## src/thermal_profile_sequencer_top_defines.svh

```systemverilog
// Assertion macros for the thermal profile sequencer.
// Each macro checks its property on the rising edge of clock.
`ifndef THERMAL_PROFILE_SEQUENCER_TOP_DEFINES_SVH
`define THERMAL_PROFILE_SEQUENCER_TOP_DEFINES_SVH
`ifndef SYNTHESIS
`define TPS_ASSERT(label, prop) \
   label: assert property (@(posedge clock) disable iff (reset) prop) \
      else $error("thermal profile sequencer assertion failed");
`define TPS_ASSERT_ALWAYS(label, prop) \
   label: assert property (@(posedge clock) prop) \
      else $error("thermal profile sequencer assertion failed");
`else
`define TPS_ASSERT(label, prop)
`define TPS_ASSERT_ALWAYS(label, prop)
`endif
`endif

```

## src/thps_pkg.sv

```systemverilog
package thps_pkg;

   localparam int NUM_STEPS_DEFAULT = 11;
   localparam int STEP_W = 4;
   localparam int CSR_ADDR_W = 3;
   localparam int CSR_DATA_W = 32;
   localparam int HYST_W = 17;
   localparam int TARGET_MC_W = 19;

   localparam logic [HYST_W-1:0] HYSTERESIS_RESET = 17'd1000;
   localparam logic CSR_IDX_HYSTERESIS = 1'b0;

   localparam logic [31:0] MS_PER_S = 32'd1000;
   localparam logic [TARGET_MC_W-1:0] MC_PER_DEG = 19'd1000;

   typedef struct packed {
      logic [19:0] temperature_mc;
      logic [31:0] now_ms;
   } req_type;

   typedef struct packed {
      logic             heater_on;
      logic [STEP_W-1:0] step_now;
      logic             profile_done;
   } rsp_type;

   typedef struct packed {
      logic [19:0] hold_s;
      logic [8:0]  target_c;
      logic        exit_on_temp;
      logic        heat_enable;
   } entry_type;

   typedef struct packed {
      logic [STEP_W-1:0] step_idx;
   } status_type;

   // Built-in reflow profile; steps past the eleventh are all zero.
   function automatic entry_type profile_entry(input logic [STEP_W-1:0] idx);
      entry_type e;
      unique case (idx)
         4'd0:    e = '{20'd5,      9'd0,   1'b0, 1'b0};
         4'd1:    e = '{20'd5,      9'd100, 1'b0, 1'b1};
         4'd2:    e = '{20'd0,      9'd100, 1'b1, 1'b1};
         4'd3:    e = '{20'd20,     9'd100, 1'b0, 1'b1};
         4'd4:    e = '{20'd0,      9'd150, 1'b1, 1'b1};
         4'd5:    e = '{20'd20,     9'd150, 1'b0, 1'b1};
         4'd6:    e = '{20'd0,      9'd200, 1'b1, 1'b1};
         4'd7:    e = '{20'd20,     9'd200, 1'b0, 1'b1};
         4'd8:    e = '{20'd0,      9'd240, 1'b1, 1'b1};
         4'd9:    e = '{20'd10,     9'd240, 1'b0, 1'b1};
         4'd10:   e = '{20'd999999, 9'd0,   1'b0, 1'b0};
         default: e = '{20'd0,      9'd0,   1'b0, 1'b0};
      endcase
      return e;
   endfunction

endpackage

```

## src/thps_csr.sv

```systemverilog
module thps_csr (
   input  logic                                clock,
   input  logic                                reset,
   input  logic                                csr_psel,
   input  logic                                csr_penable,
   input  logic                                csr_pwrite,
   input  logic [thps_pkg::CSR_ADDR_W-1:0]     csr_paddr,
   input  logic [thps_pkg::CSR_DATA_W-1:0]     csr_pwdata,
   output logic [thps_pkg::CSR_DATA_W-1:0]     csr_prdata,
   output logic                                csr_pready,
   output logic [thps_pkg::HYST_W-1:0]         hysteresis
);

   logic [thps_pkg::HYST_W-1:0] hyst_ff;
   logic [thps_pkg::HYST_W-1:0] hyst_in;
   logic                        hit;

   // Registers sit on 32-bit words; bit 2 picks the word.
   assign hit = (csr_paddr[2] == thps_pkg::CSR_IDX_HYSTERESIS);

   always_comb begin
      hyst_in = hyst_ff;
      if (csr_psel && csr_penable && csr_pwrite && csr_pready && hit) begin
         hyst_in = csr_pwdata[thps_pkg::HYST_W-1:0];
      end
   end

   always_ff @(posedge clock) begin
      if (reset) begin
         hyst_ff <= thps_pkg::HYSTERESIS_RESET;
      end else begin
         hyst_ff <= hyst_in;
      end
   end

   assign csr_pready = 1'b1;
   assign csr_prdata = hit ? {{(thps_pkg::CSR_DATA_W - thps_pkg::HYST_W){1'b0}}, hyst_ff}
                           : '0;
   assign hysteresis = hyst_ff;

endmodule

```

## src/thps_step.sv

```systemverilog
module thps_step #(
   parameter int NUM_STEPS = thps_pkg::NUM_STEPS_DEFAULT
) (
   input  logic                        clock,
   input  logic                        reset,
   input  logic                        fire,
   input  thps_pkg::req_type           req,
   input  logic [thps_pkg::HYST_W-1:0] hysteresis,
   output thps_pkg::rsp_type           rsp,
   output thps_pkg::status_type        status
);

   localparam logic [thps_pkg::STEP_W-1:0] LAST_STEP = thps_pkg::STEP_W'(NUM_STEPS - 1);

   logic [thps_pkg::STEP_W-1:0]      step_ff, step_in;
   logic [31:0]                      start_ff, start_in;
   thps_pkg::entry_type              cur_e, nxt_e, act_e;
   logic [31:0]                      dur_ms, elapsed;
   logic [thps_pkg::TARGET_MC_W-1:0] cur_target_mc, act_target_mc, hyst_ext, heat_limit;
   logic                             advance, do_adv, heat;

   always_comb begin
      cur_e         = thps_pkg::profile_entry(step_ff);
      nxt_e         = thps_pkg::profile_entry(step_ff + 4'd1);
      dur_ms        = 32'(cur_e.hold_s) * thps_pkg::MS_PER_S;
      cur_target_mc = thps_pkg::TARGET_MC_W'(cur_e.target_c) * thps_pkg::MC_PER_DEG;
      elapsed       = req.now_ms - start_ff;

      if (cur_e.exit_on_temp) begin
         advance = req.temperature_mc >= {1'b0, cur_target_mc};
      end else begin
         advance = elapsed >= dur_ms;
      end
      // The final step holds its index and start time.
      do_adv = advance && (step_ff < LAST_STEP);

      act_e         = do_adv ? nxt_e : cur_e;
      act_target_mc = thps_pkg::TARGET_MC_W'(act_e.target_c) * thps_pkg::MC_PER_DEG;
      hyst_ext      = thps_pkg::TARGET_MC_W'(hysteresis);
      heat_limit    = act_target_mc - hyst_ext;
      // A target at or below the margin keeps the heater off.
      heat = act_e.heat_enable && (act_target_mc > hyst_ext) &&
             (req.temperature_mc < {1'b0, heat_limit});

      step_in  = step_ff;
      start_in = start_ff;
      if (fire && do_adv) begin
         step_in  = step_ff + 4'd1;
         start_in = req.now_ms;
      end
   end

   always_ff @(posedge clock) begin
      if (reset) begin
         step_ff  <= '0;
         start_ff <= '0;
      end else begin
         step_ff  <= step_in;
         start_ff <= start_in;
      end
   end

   always_comb begin
      rsp.heater_on    = heat;
      rsp.step_now     = do_adv ? (step_ff + 4'd1) : step_ff;
      rsp.profile_done = (rsp.step_now == LAST_STEP);
      status.step_idx  = step_ff;
   end

endmodule

```

## src/thermal_profile_sequencer_top.sv

```systemverilog
// Thermal profile sequencer: walks a built-in reflow profile one sample at a time.
// The req channel carries one sample per transfer: the oven temperature in
// millidegrees and the free-running millisecond time. The rsp channel returns
// exactly one result per sample: heater drive, the active step and a done flag.
// Both channels use valid/ready; a transfer happens when both are high.
// The csr port is APB-style with pready tied high; word 0 holds the heater
// hysteresis in millidegrees. Write it only while no sample is in flight.
// A req transfer loads the input register; the step stage then loads the
// result register, which raises rsp_valid, once that register is free.
// Throughput: one sample per cycle while the receiver takes results; the
// step state is read and updated by a single compare-and-select stage
// between the input and result registers.
// When the receiver stalls, the result register holds its value and the
// input register keeps one more sample, after which req_ready drops.
// Synchronous reset returns the profile to step 0 with start time 0, sets the
// hysteresis to 1000 millidegrees and empties both pipeline registers.
`include "thermal_profile_sequencer_top_defines.svh"

module thermal_profile_sequencer_top #(
   parameter int NUM_STEPS = thps_pkg::NUM_STEPS_DEFAULT
) (
   input  logic                            clock,
   input  logic                            reset,
   input  logic                            req_valid,
   output logic                            req_ready,
   input  thps_pkg::req_type               req_data,
   output logic                            rsp_valid,
   input  logic                            rsp_ready,
   output thps_pkg::rsp_type               rsp_data,
   input  logic                            csr_psel,
   input  logic                            csr_penable,
   input  logic                            csr_pwrite,
   input  logic [thps_pkg::CSR_ADDR_W-1:0] csr_paddr,
   input  logic [thps_pkg::CSR_DATA_W-1:0] csr_pwdata,
   output logic [thps_pkg::CSR_DATA_W-1:0] csr_prdata,
   output logic                            csr_pready
);

   localparam logic [thps_pkg::STEP_W-1:0] LAST_STEP = thps_pkg::STEP_W'(NUM_STEPS - 1);

   logic                        s1_valid_ff, s1_valid_in;
   thps_pkg::req_type           s1_data_ff, s1_data_in;
   logic                        rsp_valid_ff, rsp_valid_in;
   thps_pkg::rsp_type           rsp_data_ff, rsp_data_in;
   logic                        out_free, s1_fire, req_fire;
   logic [thps_pkg::HYST_W-1:0] hysteresis;
   thps_pkg::rsp_type           step_rsp;
   thps_pkg::status_type        status;

   thps_csr u_csr (
      .clock       (clock),
      .reset       (reset),
      .csr_psel    (csr_psel),
      .csr_penable (csr_penable),
      .csr_pwrite  (csr_pwrite),
      .csr_paddr   (csr_paddr),
      .csr_pwdata  (csr_pwdata),
      .csr_prdata  (csr_prdata),
      .csr_pready  (csr_pready),
      .hysteresis  (hysteresis)
   );

   // The step stage runs on the sample held in the input register and
   // commits its state change in the same cycle the result is captured.
   thps_step #(
      .NUM_STEPS (NUM_STEPS)
   ) u_step (
      .clock      (clock),
      .reset      (reset),
      .fire       (s1_fire),
      .req        (s1_data_ff),
      .hysteresis (hysteresis),
      .rsp        (step_rsp),
      .status     (status)
   );

   // The result register is free when empty or when its transfer completes
   // in this cycle, so the stage keeps moving while the receiver takes data.
   assign out_free  = !rsp_valid_ff || rsp_ready;
   assign s1_fire   = s1_valid_ff && out_free;
   assign req_ready = !s1_valid_ff || out_free;
   assign req_fire  = req_valid && req_ready;

   always_comb begin
      s1_valid_in  = s1_valid_ff;
      s1_data_in   = s1_data_ff;
      rsp_valid_in = rsp_valid_ff;
      rsp_data_in  = rsp_data_ff;
      if (req_fire) begin
         s1_valid_in = 1'b1;
         s1_data_in  = req_data;
      end else if (s1_fire) begin
         s1_valid_in = 1'b0;
      end
      if (s1_fire) begin
         rsp_valid_in = 1'b1;
         rsp_data_in  = step_rsp;
      end else if (rsp_ready) begin
         rsp_valid_in = 1'b0;
      end
   end

   always_ff @(posedge clock) begin
      if (reset) begin
         s1_valid_ff  <= 1'b0;
         rsp_valid_ff <= 1'b0;
      end else begin
         s1_valid_ff  <= s1_valid_in;
         rsp_valid_ff <= rsp_valid_in;
      end
   end

   always_ff @(posedge clock) begin
      s1_data_ff  <= s1_data_in;
      rsp_data_ff <= rsp_data_in;
   end

   assign rsp_valid = rsp_valid_ff;
   assign rsp_data  = rsp_data_ff;

   // The step index only moves when a sample passes through the step stage,
   // and then by at most one.
   `TPS_ASSERT(a_step_holds_idle, !s1_fire |=> $stable(status.step_idx))
   `TPS_ASSERT(a_step_moves_by_one, s1_fire |=> status.step_idx - $past(status.step_idx) <= 4'd1)
   // A delivered result never points past the final step, and the done flag
   // agrees with the index it carries.
   `TPS_ASSERT(a_rsp_step_bound, rsp_valid |-> rsp_data.step_now <= LAST_STEP)
   `TPS_ASSERT(a_done_flag, rsp_valid |-> rsp_data.profile_done == (rsp_data.step_now == LAST_STEP))
   // The input register never drops a sample while a result waits.
   `TPS_ASSERT_ALWAYS(a_no_overrun, (s1_valid_ff && !out_free) |-> !req_ready)

endmodule
```

## config.mk

```make
export PLATFORM = sky130hd
export DESIGN_NAME = thermal_profile_sequencer_top
export DESIGN_NICKNAME = d
export VERILOG_FILES = /design/src/thps_pkg.sv /design/src/thps_csr.sv /design/src/thps_step.sv /design/src/thermal_profile_sequencer_top.sv
export VERILOG_INCLUDE_DIRS = /design/src /design/src/src
export SDC_FILE = /design/constraint.sdc
export NUM_CORES = 1
export LEC_CHECK = 0
export BUFFER_PORTS_ARGS = -buffer_cell sky130_fd_sc_hd__buf_2
export CORE_MARGIN = 1.5
export CORE_UTILIZATION = 36
export DETAILED_ROUTE_END_ITERATION = 10
export PLACE_DENSITY = 0.61
export SKIP_LAST_GASP = 1
export SYNTH_ARGS = -nofsm -noshare
export SYNTH_HDL_FRONTEND = slang
export SYNTH_HIERARCHICAL = 1
export SYNTH_SLANG_ARGS = --single-unit
```

## constraint.sdc

```tcl
create_clock -name clock -period 28.6 [get_ports clock]
set_input_delay 2.86 -clock clock [delete_from_list [all_inputs] [get_ports clock]]
set_output_delay 2.86 -clock clock [all_outputs]
set_load 0.01 [all_outputs]
```

# Yosys cells after proc, flatten, opt, wreduce, memory -nomap -nowiden

Memory sizes are Yosys's and may differ from the RTL's. A register that Yosys moved wholly into a read port is not among the register bits.
Index checks and enable logic that the tools add are counted.

Div/mod/pow operators: 0
Shift-type cells: 0
Multiplexer cells: 10
Equality and inequality tests: 1
Bitwise logic cells: 1
Add/sub/neg operators: 3
Reduce and logical (&&, ||, !) cells: 15
Order comparisons: 5
Multipliers: 3

Operators with widths:

| cell                  | count |
|---|---|
| $ge 32x30->1          | 1 |
| $mul 9x7->16 const B  | 2 |
| $sub 32x32->32        | 1 |
| $mul 20x7->27 const B | 1 |
| $ge 20x19->1          | 1 |
| $lt 20x19->1          | 1 |
| $gt 19x17->1          | 1 |
| $sub 19x17->19        | 1 |
| $mux 17               | 1 |
| $mux 4                | 3 |
| $mux 11               | 1 |
| $logic_and 1x1->1     | 9 |
| $mux 1                | 5 |
| $add 4x1->4 const B   | 1 |
| $eq 4x4->1 const B    | 1 |
| $lt 4x4->1 const B    | 1 |
| $reduce_bool 2->1     | 2 |
| $logic_not 1->1       | 2 |
| $logic_or 1x1->1      | 2 |
| $not 1->1             | 1 |

ROM bits: 672
Register bits: 113
Memories: 2
Word-level logic and storage cells: 50
Latch bits: 0
Bits in writable memories: 0

Memory list:

| name            | depth | width | read ports | clocked after memory_dff | wr ports | RTL line       | RTL |
|---|---|---|---|---|---|---|---|
| (no name shown) | 16    | 21    | 1          | 1                        | 0        | thps_pkg.sv:41 | `unique case (idx)` |
| (no name shown) | 16    | 21    | 1          | 0                        | 0        | thps_pkg.sv:41 |  |

# Longest topological paths before layout

Depth after elaboration: 9
Mapped depth: 62
Depth with buffers taken out: 60

# By module

Netlist, hierarchy kept.

Modules (own cells, without submodules):

| module                        | cells an instance | sequential area each (um2) | times used | area an instance (um2) |
|---|---|---|---|---|
| thps_step                     | 1159              | 1001.0                     | 1          | 9451.6 |
| thermal_profile_sequencer_top | 68                | 1781.7                     | 1          | 1845.5 |
| thps_csr                      | 110               | 340.3                      | 1          | 1001.0 |

# Least setup slack after synthesis

No wires, ideal clock.

Path kind: reg-to-reg
Start point: reg, netlist name u_step/cur_e[14]
End point: reg rsp_data_ff (netlist bit rsp_data[5]) (data pin)
Required time: 28.474 ns
Library setup time: 0.126 ns
Cell stages (with the launch flop): 59
Data arrival time: 12.279 ns
Slack: 16.194 ns
Period minus slack after synthesis: 12.406 ns
Cells stage by stage: dfxtp_1 -> fa_1 -> fa_1 -> inv_1 -> fa_1 -> inv_1 -> ha_1 -> ha_1 -> inv_1 -> o21ai_0 -> a21oi_1 -> o21ai_0 -> a21o_1 -> nand2_1 -> a21oi_1 -> o21ai_0 -> a21oi_1 -> o21ai_0 -> [... 23 more ...] -> a21boi_0 -> o21ai_0 -> a21boi_0 -> nor2_1 -> ha_1 -> a21o_1 -> a21oi_1 -> o21ai_0 -> xor2_1 -> ha_1 -> a21o_1 -> a211oi_1 -> nand2_1 -> a211oi_1 -> o211ai_1 -> and2_0 -> nor4_1 -> buf_4

Cells in the longest elaborated chain, start to end: 9
Elaborated cells on any way between the ends: 11
Those cells by class: add/sub: 1; mul: 2; order compare: 3; mux: 2; reduce/logical: 3

Ends and longest elaborated chain:

| item                                              | RTL line                             | RTL |
|---|---|---|
| $mul 20x7->27 (*)                                 | thps_step.sv:25                      | `dur_ms = 32'(cur_e.hold_s) * thps_pkg::MS_PER_S;` |
| $ge 32x30->1 (*)                                  | thps_step.sv:32                      | `advance = elapsed >= dur_ms;` |
| $mux 1 (*)                                        | thps_step.sv:29                      | `if (cur_e.exit_on_temp) begin` |
| $logic_and 1x1->1 (*)                             | thps_step.sv:35                      | `do_adv = advance && (step_ff < LAST_STEP);` |
| $mux 11 (*)                                       | thps_step.sv:37                      | `act_e = do_adv ? nxt_e : cur_e;` |
| $mul 9x7->16                                      | thps_step.sv:38                      | `act_target_mc = thps_pkg::TARGET_MC_W'(act_e.target_c) * thps_pkg::MC_PER_DEG;` |
| $sub 19x17->19 or $gt 19x17->1 (tied branches)    | thps_step.sv:40, thps_step.sv:42     |  |
| $lt 20x19->1 or $logic_and 1x1->1 (tied branches) | thps_step.sv:43, thps_step.sv:42     |  |
| $logic_and 1x1->1 (*)                             | thps_step.sv:42                      | `heat = act_e.heat_enable && (act_target_mc > hyst_ext) &&` |
| named net u_step.heat                             | thps_step.sv:20                      | `logic advance, do_adv, heat;` |
| to (signal assigned)                              | thermal_profile_sequencer_top.sv:115 | `rsp_data_ff <= rsp_data_in;` |
| to (decl)                                         | thermal_profile_sequencer_top.sv:44  | `thps_pkg::rsp_type rsp_data_ff, rsp_data_in;` |

Mark *: on every way through the listed nets, which the timed path passes. The rest lies on a longest branch.
A chain may end at the register's enable or synchronous reset.

==> impl_metrics.tcl <==
set metrics [dict create \
    outcome "complete, no violations" \
    finalCriticalPeriod_ns 13.98 \
    critical_path_arrival_ns 14.23 \
    p_leak_nw 6.35 \
    dr.pass1.iters 5 \
    cts_resized 0 \
    path_clk_slew_ns 0.06 \
    synth_largest_type_area_fraction_pct 22.2 \
    grt_pass1_wl_mm 44.4 \
    cts.sinks 127 \
    cts_hold_buf 0 \
    syn_inst 1337 \
    area_growth_pct 11.4 \
    syn_area_um2 12300 \
    cts_buffer_depth 2 \
    die_y_um 188 \
    setup_tns_ns 0 \
    antenna_cells 0 \
    reg2reg_from "u_step/cur_e[14]$_SDFF_PP0_" \
    rows 67 \
    ys_top_cells_by_count "ha_1 (218), inv_1 (166), a21oi_1 (119), nand2_1 (113), dfxtp_1 (69)" \
    wire_per_inst_um 13.7 \
    cts_buffers 17 \
    synth_cell_type_count 81 \
    slew_violations 0 \
    worstHoldPathType "flip-flop to flip-flop" \
    grt_overflow_total 0 \
    detail-route-antenna-nets 0 \
    maxCapViolations 0 \
    cp-start-kind "flip-flop" \
    grt_pass1_vias 9241 \
    crit_buf_inv 5 \
    routabilityCongestion 0.840 \
    root_buffer "clkbuf_16" \
    critical_path_required_ns 28.85 \
    cp_max_fo 18 \
    endpoint_kind "flip-flop" \
    fin_nets 1788 \
    remaining_drc_errors 0 \
    async_reset_ff_share_pct 0 \
    fin_area_um2 13700 \
    vias_per_cell 4.95 \
    cts_tree "yes" \
    yosysSeqAreaShare_pct 25.4 \
    whs_ns 0.453 \
    crit_start "u_step/cur_e[14]$_SDFF_PP0_" \
    dp_hpwl_mm 20.3 \
    min_path_cells 2 \
    rsz0062_at_grt "false" \
    synth_enable_flop_cells 58 \
    cts_max_level 4 \
    core_area_um2 33600 \
    yosys-top-cells-area "ha_1 (22%), edfxtp_1 (14%), dfxtp_1 (11%)" \
    fmax_mhz 71.5 \
    insertion_delay_ns 0.43 \
    via_count 9340 \
    tightestPinTransition_ns 1.16 \
    setup_viol 0 \
    layout_worst_path_cycle_share_pct 48.9 \
    cp_slowest_cell "a21oi_1" \
    cpMostUsedCell "o21ai_0" \
    finClkSkew_ns 0.00929 \
    synth_area_per_cell_um2 9.20 \
    drt-initial-drc-count 422 \
    max_slew_margin_pct 22.7 \
    num-fill-cells 3321 \
    totalPowerFinal_mw 1.09 \
    p_per_area_nw_per_um2 79.8 \
    grt_max_degree 83 \
    post-synth-top-count-cell "ha_1" \
    slowest_delay_ns 0.68 \
    r2r_cells 55 \
    crit_cells 55 \
    path_delay_family "compound AO/OA/AOI/OAI gates" \
    drive_gt1_share_pct 11.6 \
    track_usage_pct 15.3 \
    ys_seq_elements 127 \
    dieArea_um2 35300 \
    yosysWarningCount 6 \
    ys.flop_type "dfxtp_1" \
    wirelength_mm 25.9 \
    die_w_um 188 \
    antenna_found_initial 0 \
    crit_type "flip-flop to flip-flop" \
    postCtsSetupRepairBufs 0 \
    initial_core_util_pct 36.6 \
    finalHoldViolCount 0 \
    port_buffers 101 \
    fin_util_pct 40.8 \
    ios 135 \
    postPlaceCellArea_um2 13100 \
    yosys.area.top_type "ha_1" \
    worstHoldStart "u_step/start_ff[22]$_SDFFE_PP0P_" \
    ir_drop_mv 0.103 \
]
[sequential cells by signal, indices dropped and copies added, names as in the netlist]
| signal | flops |
|---|---|
| u_step/cur_e | 14 |
| u_step/start_ff | 32 |
| s1_valid_ff | 1 |
| s1_data_ff | 52 |
| rsp_valid | 1 |
| u_step/status | 4 |
| u_csr/hysteresis | 17 |
| rsp_data | 6 |
[final cells by class]
class | count | area [µm²] | share of cell area [%]
clock buffers | 19 | 433 | 3.16
clock inverters | 13 | 143 | 1.04
inverters | 168 | 631 | 4.60
multi-input cells | 1007 | 8290 | 60.5
flip-flops and latches | 127 | 3120 | 22.8
well taps | 448 | 561 | 4.09
repair buffers | 104 | 528 | 3.85
[stage by stage]
| step | cells | setup WS, ns |
|---|---|---|
| 2_1_floorplan | 1351 | 16.19 |
| 3_3_place_gp | 1854 | 14.86 |
| 3_5_place_dp | 1854 | 14.79 |
| 4_1_cts | 1886 | 14.70 |
| 5_1_grt | 1886 | 13.27 |
| 6_report | 1886 | 14.62 |
[per-layer routing]
metal  global-route usage, %  share of wire [%]  vias to the layer above
met1                    21.2                 51                     4391
met2                    24.8                 45                      151
met3                    2.15                2.9                       15
li1                        -                  -                     4783
met4                    4.18                1.0                        0
met5                       0                  0                        -
[cell families (layout without fill, tap and decap cells)]
family / after synthesis / in the layout / synth area share, %
xor+xnor: 75 / 75 / 5.34
simple gates: 315 / 315 / 13.1
other cells: 2 / 16 / 0.0611
mux: 21 / 21 / 1.73
flops: 127 / 127 / 25.4
buf+inv: 217 / 304 / 7.64
compound gates: 311 / 311 / 16.2
fa+ha+maj: 269 / 269 / 30.5
[worst paths after layout]
| check | slack, ns | to |
|---|---|---|
| worst min-delay path | 0.45 | u_step/start_ff[22]$_SDFFE_PP0P_ |
| worst min register to register | 0.45 | u_step/start_ff[22]$_SDFFE_PP0P_ |
| worst max-delay path | 14.62 | rsp_data[5]$_DFFE_PP_ |
| worst max register to register | 14.62 | rsp_data[5]$_DFFE_PP_ |
[where the power goes]
part	switching [mW]	total, mW	leakage [nW]	internal [mW]
Combinational	0.368	0.663	4.95	0.295
Clock	0.0883	0.217	0.266	0.128
Sequential	0.00980	0.214	1.13	0.204
[tightest hold or removal path, delay by kind of cell, from the launching register on]
family          cells  cell delay [ns]
compound gates      1             0.05
simple gates        1             0.05
flops               1             0.31
[cells in the final DEF, fill, tap and decap left out, drive strengths merged, types with 48 or more instances in the layout]
master / count
dfxtp: 69
buf: 104
inv: 169
o21ai: 57
nand2: 113
a21oi: 120
nor2: 48
edfxtp: 58
fa: 51
ha: 218
Note: power is estimated with default switching activity, not from simulation.
